**src/design/bat_pkg.sv**
```systemverilog
// ----------------------------------------------------------------------------
// Bonded address table package
// Word types, command codes and the control word broadcast to the cells.
// ----------------------------------------------------------------------------
package bat_pkg;

	localparam int ADDR_W        = 48;
	localparam int CMD_W         = 3;
	localparam int CNT_W         = 4;
	localparam int MAX_BONDS_DEF = 10;

	localparam logic [CMD_W-1:0] CMD_INSERT = 3'd0;
	localparam logic [CMD_W-1:0] CMD_REMOVE = 3'd1;
	localparam logic [CMD_W-1:0] CMD_CLEAR  = 3'd2;
	localparam logic [CMD_W-1:0] CMD_LOOKUP = 3'd3;
	localparam logic [CMD_W-1:0] CMD_LIST   = 3'd4;

	typedef struct packed {
		logic [CMD_W-1:0]  cmd;
		logic [ADDR_W-1:0] peer_address;
	} req_t;

	typedef struct packed {
		logic              found;
		logic              evicted;
		logic [CNT_W-1:0]  entry_count;
		logic [ADDR_W-1:0] listed_address;
		logic              entry_valid;
		logic              last;
	} rsp_t;

	typedef struct packed {
		logic              clear;
		logic              rotate;
		logic              remove;
		logic              insert;
		logic              full;
		logic [ADDR_W-1:0] addr;
	} cell_ctrl_t;

endpackage

```
**src/design/bat_cell.sv**
```systemverilog
// ----------------------------------------------------------------------------
// Bonded address table cell
// One slot of the ordered table: compares, shifts from its younger neighbor,
// or takes a new address when it is the first free slot.
// ----------------------------------------------------------------------------
module bat_cell import bat_pkg::*; (
	input  logic              clk,
	input  logic              arst_n,
	input  cell_ctrl_t        ctrl,
	input  logic [ADDR_W-1:0] nxt_slot,
	input  logic              nxt_occ,
	input  logic              prev_occ,
	input  logic              shift_in,
	output logic [ADDR_W-1:0] slot,
	output logic              occ,
	output logic              match,
	output logic              shift_out
);

	logic [ADDR_W-1:0] slot_q;
	logic              occ_q;
	logic              take_nxt;
	logic              put_new;

	assign match     = occ_q && (slot_q == ctrl.addr);
	assign shift_out = shift_in | match;
	assign take_nxt  = ctrl.rotate | (ctrl.remove & shift_out) | (ctrl.insert & ctrl.full);
	assign put_new   = ctrl.insert & ~ctrl.full & ~occ_q & prev_occ;

	always_ff @(posedge clk) begin
		if (take_nxt) begin
			slot_q <= nxt_slot;
		end else if (put_new) begin
			slot_q <= ctrl.addr;
		end
	end

	always_ff @(posedge clk or negedge arst_n) begin
		if (!arst_n) begin
			occ_q <= 1'b0;
		end else if (ctrl.clear) begin
			occ_q <= 1'b0;
		end else if (take_nxt) begin
			occ_q <= nxt_occ;
		end else if (put_new) begin
			occ_q <= 1'b1;
		end
	end

	assign slot = slot_q;
	assign occ  = occ_q;

endmodule

```
**src/design/bonded_address_table.sv**
```systemverilog
// ----------------------------------------------------------------------------
// Bonded address table
// Ordered table of peer addresses, oldest first, kept in a row of cells.
// ----------------------------------------------------------------------------
// Usage:
//   req carries one command word (insert, remove, clear, lookup, list) with
//   a peer address; rsp carries result words. Both channels use valid/stall.
//   A command is taken only while the table is idle; one command is in work
//   at a time, and the next may be taken while the last result still waits.
//   Insert, remove, clear, lookup and unused codes: one result word, loaded
//   when the command executes (the command is registered at acceptance, and
//   all cells compare and update at once in the execute state, which waits
//   for a free output register); the next command is taken after that.
//   List: the cell row rotates one place per cycle while the output is not
//   stalled, through all MAX_BONDS cells, emitting cell 0 while it holds a
//   stored entry; the first entry word is loaded at the first rotation, and
//   the next command is taken once all cells have rotated.
//   An empty list gives one word with entry_valid low.
//   A stalled receiver holds the result word and freezes the rotation.
//   Reset empties the table and the output register; slot contents are not
//   cleared and are only read once written.
// ----------------------------------------------------------------------------
module bonded_address_table import bat_pkg::*; #(
	parameter int MAX_BONDS = MAX_BONDS_DEF
) (
	input  logic clk,
	input  logic arst_n,
	input  logic req_valid,
	output logic req_stall,
	input  req_t req,
	output logic rsp_valid,
	input  logic rsp_stall,
	output rsp_t rsp
);

	localparam int CW = $clog2(MAX_BONDS + 1);

	typedef enum logic [2:0] {
		ST_IDLE = 3'b001,
		ST_EXEC = 3'b010,
		ST_LIST = 3'b100
	} state_t;

	state_t            state_q;
	logic [CMD_W-1:0]  cmd_q;
	logic [ADDR_W-1:0] addr_q;
	logic [CW-1:0]     count_q;
	logic [CW-1:0]     count_d;
	logic [CW-1:0]     idx_q;
	rsp_t              rsp_q;
	rsp_t              rsp_d;
	logic              rsp_valid_q;
	logic              out_free;
	logic              exec_go;
	logic              list_go;
	logic              load;
	logic              found;
	logic              full;
	logic [CW+3:0]     count_ext;
	cell_ctrl_t        ctrl;

	logic [ADDR_W-1:0] slot     [MAX_BONDS];
	logic [ADDR_W-1:0] nxt_slot [MAX_BONDS];
	logic              occ      [MAX_BONDS];
	logic              nxt_occ  [MAX_BONDS];
	logic              prev_occ [MAX_BONDS];
	logic              shift_in [MAX_BONDS];
	logic              shift_out[MAX_BONDS];
	logic [MAX_BONDS-1:0] match;

	assign out_free = ~rsp_valid_q | ~rsp_stall;
	assign exec_go  = (state_q == ST_EXEC) && out_free;
	assign list_go  = (state_q == ST_LIST) && out_free;
	assign found    = |match;
	assign full     = occ[MAX_BONDS-1];

	assign ctrl.clear  = exec_go && (cmd_q == CMD_CLEAR);
	assign ctrl.rotate = list_go;
	assign ctrl.remove = exec_go && (cmd_q == CMD_REMOVE) && found;
	assign ctrl.insert = exec_go && (cmd_q == CMD_INSERT) && !found;
	assign ctrl.full   = full;
	assign ctrl.addr   = addr_q;

	for (genvar i = 0; i < MAX_BONDS; i++) begin : g_cell
		if (i == MAX_BONDS - 1) begin : g_tail
			assign nxt_slot[i] = ctrl.rotate ? slot[0] : addr_q;
			assign nxt_occ[i]  = ctrl.rotate ? occ[0] : ctrl.insert;
		end else begin : g_body
			assign nxt_slot[i] = slot[i+1];
			assign nxt_occ[i]  = occ[i+1];
		end
		if (i == 0) begin : g_head
			assign prev_occ[i] = 1'b1;
			assign shift_in[i] = 1'b0;
		end else begin : g_link
			assign prev_occ[i] = occ[i-1];
			assign shift_in[i] = shift_out[i-1];
		end

		bat_cell u_cell (
			.clk      (clk),
			.arst_n   (arst_n),
			.ctrl     (ctrl),
			.nxt_slot (nxt_slot[i]),
			.nxt_occ  (nxt_occ[i]),
			.prev_occ (prev_occ[i]),
			.shift_in (shift_in[i]),
			.slot     (slot[i]),
			.occ      (occ[i]),
			.match    (match[i]),
			.shift_out(shift_out[i])
		);
	end

	always_comb begin
		count_d = count_q;
		if (ctrl.clear) begin
			count_d = '0;
		end else if (ctrl.insert && !full) begin
			count_d = count_q + CW'(1);
		end else if (ctrl.remove) begin
			count_d = count_q - CW'(1);
		end
	end

	assign count_ext = {4'b0000, count_d};

	always_comb begin
		rsp_d                = '0;
		rsp_d.entry_count    = count_ext[CNT_W-1:0];
		rsp_d.last           = 1'b1;
		load                 = 1'b0;
		if (exec_go) begin
			unique case (cmd_q)
				CMD_INSERT: begin
					rsp_d.found   = found;
					rsp_d.evicted = !found && full;
					load          = 1'b1;
				end
				CMD_REMOVE, CMD_LOOKUP: begin
					rsp_d.found = found;
					load        = 1'b1;
				end
				CMD_LIST: begin
					load = (count_q == '0);
				end
				default: begin
					load = 1'b1;
				end
			endcase
		end else if (list_go && (idx_q < count_q)) begin
			rsp_d.listed_address = slot[0];
			rsp_d.entry_valid    = 1'b1;
			rsp_d.last           = (idx_q == count_q - CW'(1));
			load                 = 1'b1;
		end
	end

	always_ff @(posedge clk) begin
		if (req_valid && !req_stall) begin
			cmd_q  <= req.cmd;
			addr_q <= req.peer_address;
		end
		if (load) begin
			rsp_q <= rsp_d;
		end
	end

	always_ff @(posedge clk or negedge arst_n) begin
		if (!arst_n) begin
			state_q     <= ST_IDLE;
			count_q     <= '0;
			idx_q       <= '0;
			rsp_valid_q <= 1'b0;
		end else begin
			count_q <= count_d;
			if (load) begin
				rsp_valid_q <= 1'b1;
			end else if (!rsp_stall) begin
				rsp_valid_q <= 1'b0;
			end
			unique case (state_q)
				ST_IDLE: begin
					if (req_valid) begin
						state_q <= ST_EXEC;
					end
				end
				ST_EXEC: begin
					if (exec_go) begin
						idx_q <= '0;
						if (cmd_q == CMD_LIST && count_q != '0) begin
							state_q <= ST_LIST;
						end else begin
							state_q <= ST_IDLE;
						end
					end
				end
				ST_LIST: begin
					if (list_go) begin
						idx_q <= idx_q + CW'(1);
						if (idx_q == CW'(MAX_BONDS - 1)) begin
							state_q <= ST_IDLE;
						end
					end
				end
				default: begin
					state_q <= ST_IDLE;
				end
			endcase
		end
	end

	assign req_stall = (state_q != ST_IDLE);
	assign rsp_valid = rsp_valid_q;
	assign rsp       = rsp_q;

endmodule
```
**config.mk**
```make
export PLATFORM = sky130hd
export DESIGN_NAME = bonded_address_table
export DESIGN_NICKNAME = d
export VERILOG_FILES = /design/src/design/bat_pkg.sv /design/src/design/bat_cell.sv /design/src/design/bonded_address_table.sv
export SDC_FILE = /design/constraint.sdc
export NUM_CORES = 1
export LEC_CHECK = 0
export BUFFER_PORTS_ARGS = -buffer_cell sky130_fd_sc_hd__buf_2
export CAP_MARGIN = 30
export CORE_UTILIZATION = 50
export DETAILED_ROUTE_END_ITERATION = 10
export GPL_TIMING_DRIVEN = 0
export PLACE_DENSITY = 0.68
export SYNTH_ARGS = -nofsm -noshare
export SYNTH_HDL_FRONTEND = slang
export SYNTH_SLANG_ARGS = --single-unit
```
**constraint.sdc**
```tcl
create_clock -name clk -period 15.11 [get_ports clk]
set_input_delay 0.7555 -clock clk [delete_from_list [all_inputs] [get_ports clk]]
set_output_delay 0.7555 -clock clk [all_outputs]
set_load 0.005 [all_outputs]
```
==> reports/results.tsv, run 1 <==
metric	value	unit
p_leak	0.0131	µW
detailed_place_hpwl	122000	µm
antenna_found_initial	8	
syn_area	33000	µm²
wl_per_cell	42.9	µm
vdd_drop_max	96.9	µV
p_sw	1450	µW
place.gp.congestion	1.13	
drtIter0Drc	5103	
r2r_cells	12	
cts_tree	yes	
clock_sinks	609	
maxSlewViolCount	0	
die_w	259	µm
tns	0	ns
fp.dieArea	67000	µm²
status	finished clean	
synth-warning-count	0	
crit_fanout	11	
worst_setup_path_start_kind	flop	
worst_pin_slew	1.19	ns
required	15.46	ns
hold_class	in2async	
synth_flop_cell	edfxtp_1	
arrival	7.15	ns
nNetsFinal	2899	
p_comb_share	17.7	%
timing.rr.end	g_cell[5].u_cell.slot[1]	
ys_seq_elements	609	
clk_pin_slew_worst_paths	0.06	ns
synthArstFlopShare	3.61	%
clk_latency	0.65	ns
power_density	126	nW/µm²
cts_buffer_depth	3	
fin_ws	8.31	ns
postCtsResizedCells	0	
syn-instance-count	2589	
seq_power_share	42.9	%
place_ws	8.63	ns
postCtsSetupRepairBufs	0	
fin_skew	0.0388	ns
post-route-period-util	45.0	%
hold_buffers	0	
grt_pass1_vias	24800	
synth-edff-count	587	
via_per_inst	7.01	
seq_area_frac_synth	55.1	%
grt_start_max_net_pins	36	
worstSetupEndpointType	flop	
slew_headroom	20.2	%
syn2layout_area_growth	15.4	%
yosysUniqueCellTypes	73	
synth_area_per_cell	12.7	µm²
swShare	30.4	%
rows	93	
cts_buffers	70	
final_layout_size_suffix_gt1_share	23.2	%
antenna_left	0	
p_clk_share	39.4	%
port_buffers	112	
reg2reg_setup_slack	8.31	ns
drcViolationCount	0	
routed_wl	161000	µm
period_needed	6.80	ns
maxCapViolations	0	
utilization	58.7	%
finalSetupViolations	0	
grt.overflow.total	0	
grt_pass1_wl	213000	µm
p_int	3320	µW
reg2reg_from	addr_q[31]	
synth_nets	2652	
cts_root_buffer	clkbuf_16	
first_pass_iters	9	
htreeDepth	3	
rsz0062_at_grt	false	
coreArea	64800	µm²
max_freq	147	MHz
io_pins	113	
start_util	50.9	%
via_count	26300	
hold_viol_final	0	
track_usage	48.0	%
die_h	259	µm
crit_type	reg2reg	
## state kept, by name, summed over array words and instances, names as in the netlist
name / flops
addr_q: 48
cmd_q: 3
count_q: 4
g_cell.u_cell.occ: 10
g_cell.u_cell.slot: 480
idx_q: 4
rsp: 56
rsp_valid: 1
state_q: 3
## synthesized netlist by cell type, drive strengths merged, types with 4 or more instances
master | instances | area [µm²]
nor4 | 79 | 494
mux2i | 21 | 210
nor3b | 5 | 37.5
o211a | 4 | 40.0
nor4b | 5 | 43.8
nand2 | 169 | 634
nor3 | 24 | 120
nand3 | 44 | 220
a221o | 4 | 40.0
nor2b | 22 | 138
o21ai | 49 | 249
mux2 | 409 | 4610
nand2b | 109 | 682
and3 | 5 | 31.3
a2111oi | 7 | 61.3
and4b | 4 | 40.0
or3b | 4 | 35.0
or4 | 15 | 113
a21oi | 19 | 95.1
o221ai | 4 | 35.0
xnor2 | 246 | 2150
nand4 | 115 | 719
ha | 8 | 100
a221oi | 4 | 35.0
o2111ai | 23 | 201
dfrtp | 21 | 526
o22ai | 11 | 68.8
a21o | 6 | 45.0
or3 | 6 | 37.5
xor2 | 166 | 1450
and2 | 52 | 325
nor2 | 39 | 146
inv | 73 | 274
clkbuf | 68 | 255
o211ai | 5 | 37.5
buf | 94 | 460
edfxtp | 587 | 17600
and4 | 7 | 63.8
nand4b | 12 | 105
## how the worst max path moves through the flow
stage | from | end | slack (ns)
floorplan | rsp_stall | g_cell[2].u_cell.slot[0] | 6.40
global placement | addr_q[33] | g_cell[5].u_cell.slot[47] | -0.52
detailed placement | addr_q[33] | g_cell[5].u_cell.slot[47] | 8.63
CTS | addr_q[33] | g_cell[5].u_cell.slot[35] | 8.62
global route | addr_q[43] | g_cell[5].u_cell.slot[36] | 8.50
finish | addr_q[31] | g_cell[5].u_cell.slot[1] | 8.31
## cells by family (layout without fill, tap and decap cells)
| group | count (synthesis) | after routing | share of synthesized area (%) |
|---|---|---|---|
| adders and majority gates | 8 | 8 | 0.304 |
| buffers and inverters | 235 | 540 | 3.00 |
| other | 0 | 6 | 0 |
| AOI/OAI and AO/OA | 165 | 165 | 3.56 |
| and+or+nand+nor | 730 | 730 | 12.5 |
| DFF | 609 | 609 | 55.1 |
| xor gates and xnor gates | 412 | 412 | 10.9 |
| muxes | 430 | 430 | 14.6 |
## cell usage in the layout (no fill, tap or decap), types with 22 or more instances in the layout
| cell type | netlist | layout |
|---|---|---|
| and2_1 | 52 | 52 |
| nand2b_1 | 109 | 109 |
| clkbuf_16 | 0 | 74 |
| xnor2_1 | 246 | 246 |
| edfxtp_1 | 587 | 587 |
| nor3_1 | 24 | 22 |
| nand3_1 | 44 | 44 |
| xor2_1 | 166 | 166 |
| buf_8 | 0 | 24 |
| mux2_2 | 271 | 271 |
| mux2_1 | 138 | 138 |
| o2111ai_1 | 23 | 23 |
| buf_2 | 80 | 197 |
| nor2b_1 | 22 | 22 |
| nor4_1 | 79 | 79 |
| nand2_1 | 169 | 169 |
| nor2_1 | 39 | 38 |
| clkbuf_1 | 68 | 78 |
| o21ai_0 | 47 | 44 |
| inv_1 | 72 | 72 |
| nand4_1 | 115 | 115 |
## power groups by stage
stage / clock (µW) / sequential (µW) / combinational, µW
finish: 1880 / 2050 / 847
global placement: 0 / 2080 / 743
CTS: 1860 / 2040 / 792
global route: 1920 / 2050 / 850
detailed placement: 0 / 2070 / 781
floorplan: 0 / 2020 / 421
## metal layers
metal,global-route usage (%),up-vias,routed length [µm]
li1,-,10100,-
met1,59.9,12900,56600
met2,66.8,2711,64300
met3,17.5,591,23500
met4,38.5,4,16700
met5,0,-,24
## worst max-delay path, cell delays in order, from the launching register on
cell	delay, ns
edfxtp_1	0.82
buf_2	0.71
xor2_1	0.53
nor4_1	0.11
nand4_1	0.22
nor3_1	0.08
a2bb2oi_1	0.78
and4_4	0.44
nand3_1	0.79
o311ai_2	1.31
buf_4	0.37
buf_6	0.17
buf_6	0.16
## final cells by class
type / count / area [µm²]
multi-input cells: 1745 / 13900
diodes: 6 / 15.0
clock buffers: 86 / 1900
clock inverters: 44 / 569
repair buffers: 175 / 1430
well taps: 855 / 1070
fillers: 5215 / 26800
inverters: 73 / 274
plain buffers: 162 / 721
flip-flops and latches: 609 / 18200
## per-stage QoR
stage          total power (µW)  std cells  hold WS, ns  area (µm²)
4_1_cts                    4690       3736        0.205       37900
6_report                   4780       3755        0.229       38000
2_1_floorplan              2450       2589        0.460       33000
3_5_place_dp               2850       3606        0.518       35400
3_3_place_gp               2820       3556        0.501       34600
5_1_grt                    4810       3750        0.233       38000
Note: power is estimated with default switching activity, not from simulation.
==> run 2, diff against run 1 <==
- clock period: 15.11 -> 6.82 ns (I/O delays scaled with it)
==> run 2 against run 1 <==
Net effect: the run now ends with negative setup slack left; routed wire length barely moved; register-to-register slack worse by 8.4 ns; global-route usage is 0.072 points higher; final area rose by 1.3%; via count shrank 0.29%; largest cell class unchanged; highest routed layer unchanged.
==> reports/results.tsv, run 2 (synthesis results as in run 1) <==
metric	value	unit	change
hold_class	in2reg		
place_ws	0.339	ns	-8.29 ns
post-route-period-util	101	%	+56 points
timing.rr.end	g_cell[5].u_cell.slot[35]		
reg2reg_from	addr_q[31]		
p_leak	0.0133	µW	+1.6%
cts_tree	yes		
clock_sinks	609		unchanged
worstSetupEndpointType	flop		
period_needed	6.87	ns	+0.0718 ns
maxCapViolations	0		unchanged
max_freq	146	MHz	-1.0%
slew_headroom	22.4	%	+2.3 points
rsz0062_at_grt	false		
required	7.16	ns	-8.30 ns
slowest_delay	1.31	ns	about the same
hp-start	req_valid		
coreArea	64800	µm²	unchanged
vdd_drop_max	217	µV	+120%
grt.overflow.total	0		unchanged
postCtsSetupRepairBufs	0		unchanged
totalPowerFinal	10600	µW	+120%
arrival	7.21	ns	+0.06 ns
worstHoldPathCells	3		
via_per_inst	6.90		-1.6%
whs	0.0262	ns	-0.203 ns
wl_per_cell	42.3	µm	-1.3%
r2r_cells	12		unchanged
crit_buf_inv	4		unchanged
postCtsResizedCells	0		unchanged
grt_start_max_net_pins	36		unchanged
fin_ws	-0.0515	ns	-8.36 ns
crit_type	reg2reg		
track_usage	48.1	%	+0.072 points
slowest_stage	o311ai_2		
worst_setup_path_start_kind	flop		
htreeDepth	3		unchanged
grt_pass1_wl	214000	µm	+0.26%
fp.dieArea	67000	µm²	unchanged
finalSetupViolations	8		+8
detailed_place_hpwl	122000	µm	unchanged
final_common_cell	edfxtp_1		
crit_fanout	11		unchanged
nNetsFinal	2951		+1.8%
grt_pass1_vias	25000		+0.81%
worst_pin_slew	1.16	ns	-0.0289 ns
failed_checks	negative setup slack		
port_buffers	112		unchanged
io_pins	113		unchanged
nFillCells	5155		-1.2%
start_util	50.9	%	unchanged
tns	-0.382	ns	-0.382 ns
maxSlewViolCount	0		unchanged
first_pass_iters	8		-1
die_h	259	µm	unchanged
final_layout_size_suffix_gt1_share	22.7	%	-0.44 points
antenna_found_initial	8		unchanged
final_cell_mix	edfxtp_1, mux2_2, xnor2_1		
antenna_left	0		unchanged
via_count	26300		-0.29%
cts_buffer_depth	3		unchanged
hold_buffers	53		+53
routed_wl	161000	µm	about the same
path_delay_family	compound AO/OA/AOI/OAI gates		
drcViolationCount	0		unchanged
clk_latency	0.64	ns	about the same
status	complete, but fails checks		
min_to	state_q[1]		
cp_common_cell	buf_6		
cts_buffers	70		unchanged
fin_area	38600	µm²	+1.3%
fin_skew	0.0393	ns	+0.000441 ns
reg2reg_setup_slack	-0.05	ns	-8.36 ns
drtIter0Drc	5029		-1.5%
clk_pin_slew_worst_paths	0.06	ns	about the same
die_w	259	µm	unchanged
power_density	275	nW/µm²	+120%
place.gp.congestion	1.13		unchanged
largest_reg_flops	480		unchanged
hold_viol_final	0		unchanged
placed_area	35400	µm²	unchanged
crit_chain	buf_2 > xor2_1 > nor4_1 > nand4_1 > nor3_1 > a2bb2oi_1 > and4_4 > nand3_1 > o311ai_2 > buf_4 > buf_6 > buf_6		
cts_root_buffer	clkbuf_16		
rows	93		unchanged
syn2layout_area_growth	16.9	%	
[run 2: per-stage QoR]
step	instances	util, %
CTS	3789	59.3
finish	3805	59.5
global placement	3556	53.4
detailed placement	3606	54.7
floorplan	2589	-
global route	3801	59.5
[run 2: worst max path at each step]
stage	slack, ns	from	endpoint	cells past startpoint
final	-0.05	addr_q[31]	g_cell[5].u_cell.slot[35]	12
after global routing	0.21	addr_q[43]	g_cell[5].u_cell.slot[36]	13
after CTS	0.33	addr_q[33]	g_cell[5].u_cell.slot[35]	12
after detailed placement	0.34	addr_q[33]	g_cell[5].u_cell.slot[47]	12
after global placement	-8.81	addr_q[33]	g_cell[5].u_cell.slot[47]	9
after floorplan	-1.58	addr_q[37]	g_cell[2].u_cell.slot[0]	8
[run 2: worst min-delay path, stage by stage]
cell and delay [ns]:
buf_2 0.11, nand3b_1 0.10, a21oi_1 0.07
[run 2: routing by layer]
metal | GRT usage, % | share of wire, % | up-vias
met1 | 59.9 | 35 | 12800
li1 | - | - | 10200
met3 | 17.6 | 15 | 609
met2 | 66.6 | 40 | 2605
met4 | 39.4 | 10 | 4
met5 | 0 | 0.020 | -
[run 2: power by group]
group          switching, µW  internal, µW
Clock                   1700          2450
Combinational           1280           617
Sequential               233          4310
[run 2: final cells by class]
cell class	count	area, µm²	share of cell area, %
buffer	162	721	1.87
tap	855	1070	2.77
timing repair buffer	227	1940	5.04
sequential	609	18200	47.1
clock buffer	86	1900	4.92
multi-input combinational	1745	13900	36.0
antenna	4	10.0	0.0260
inverter	73	274	0.711
clock inverter	44	569	1.48
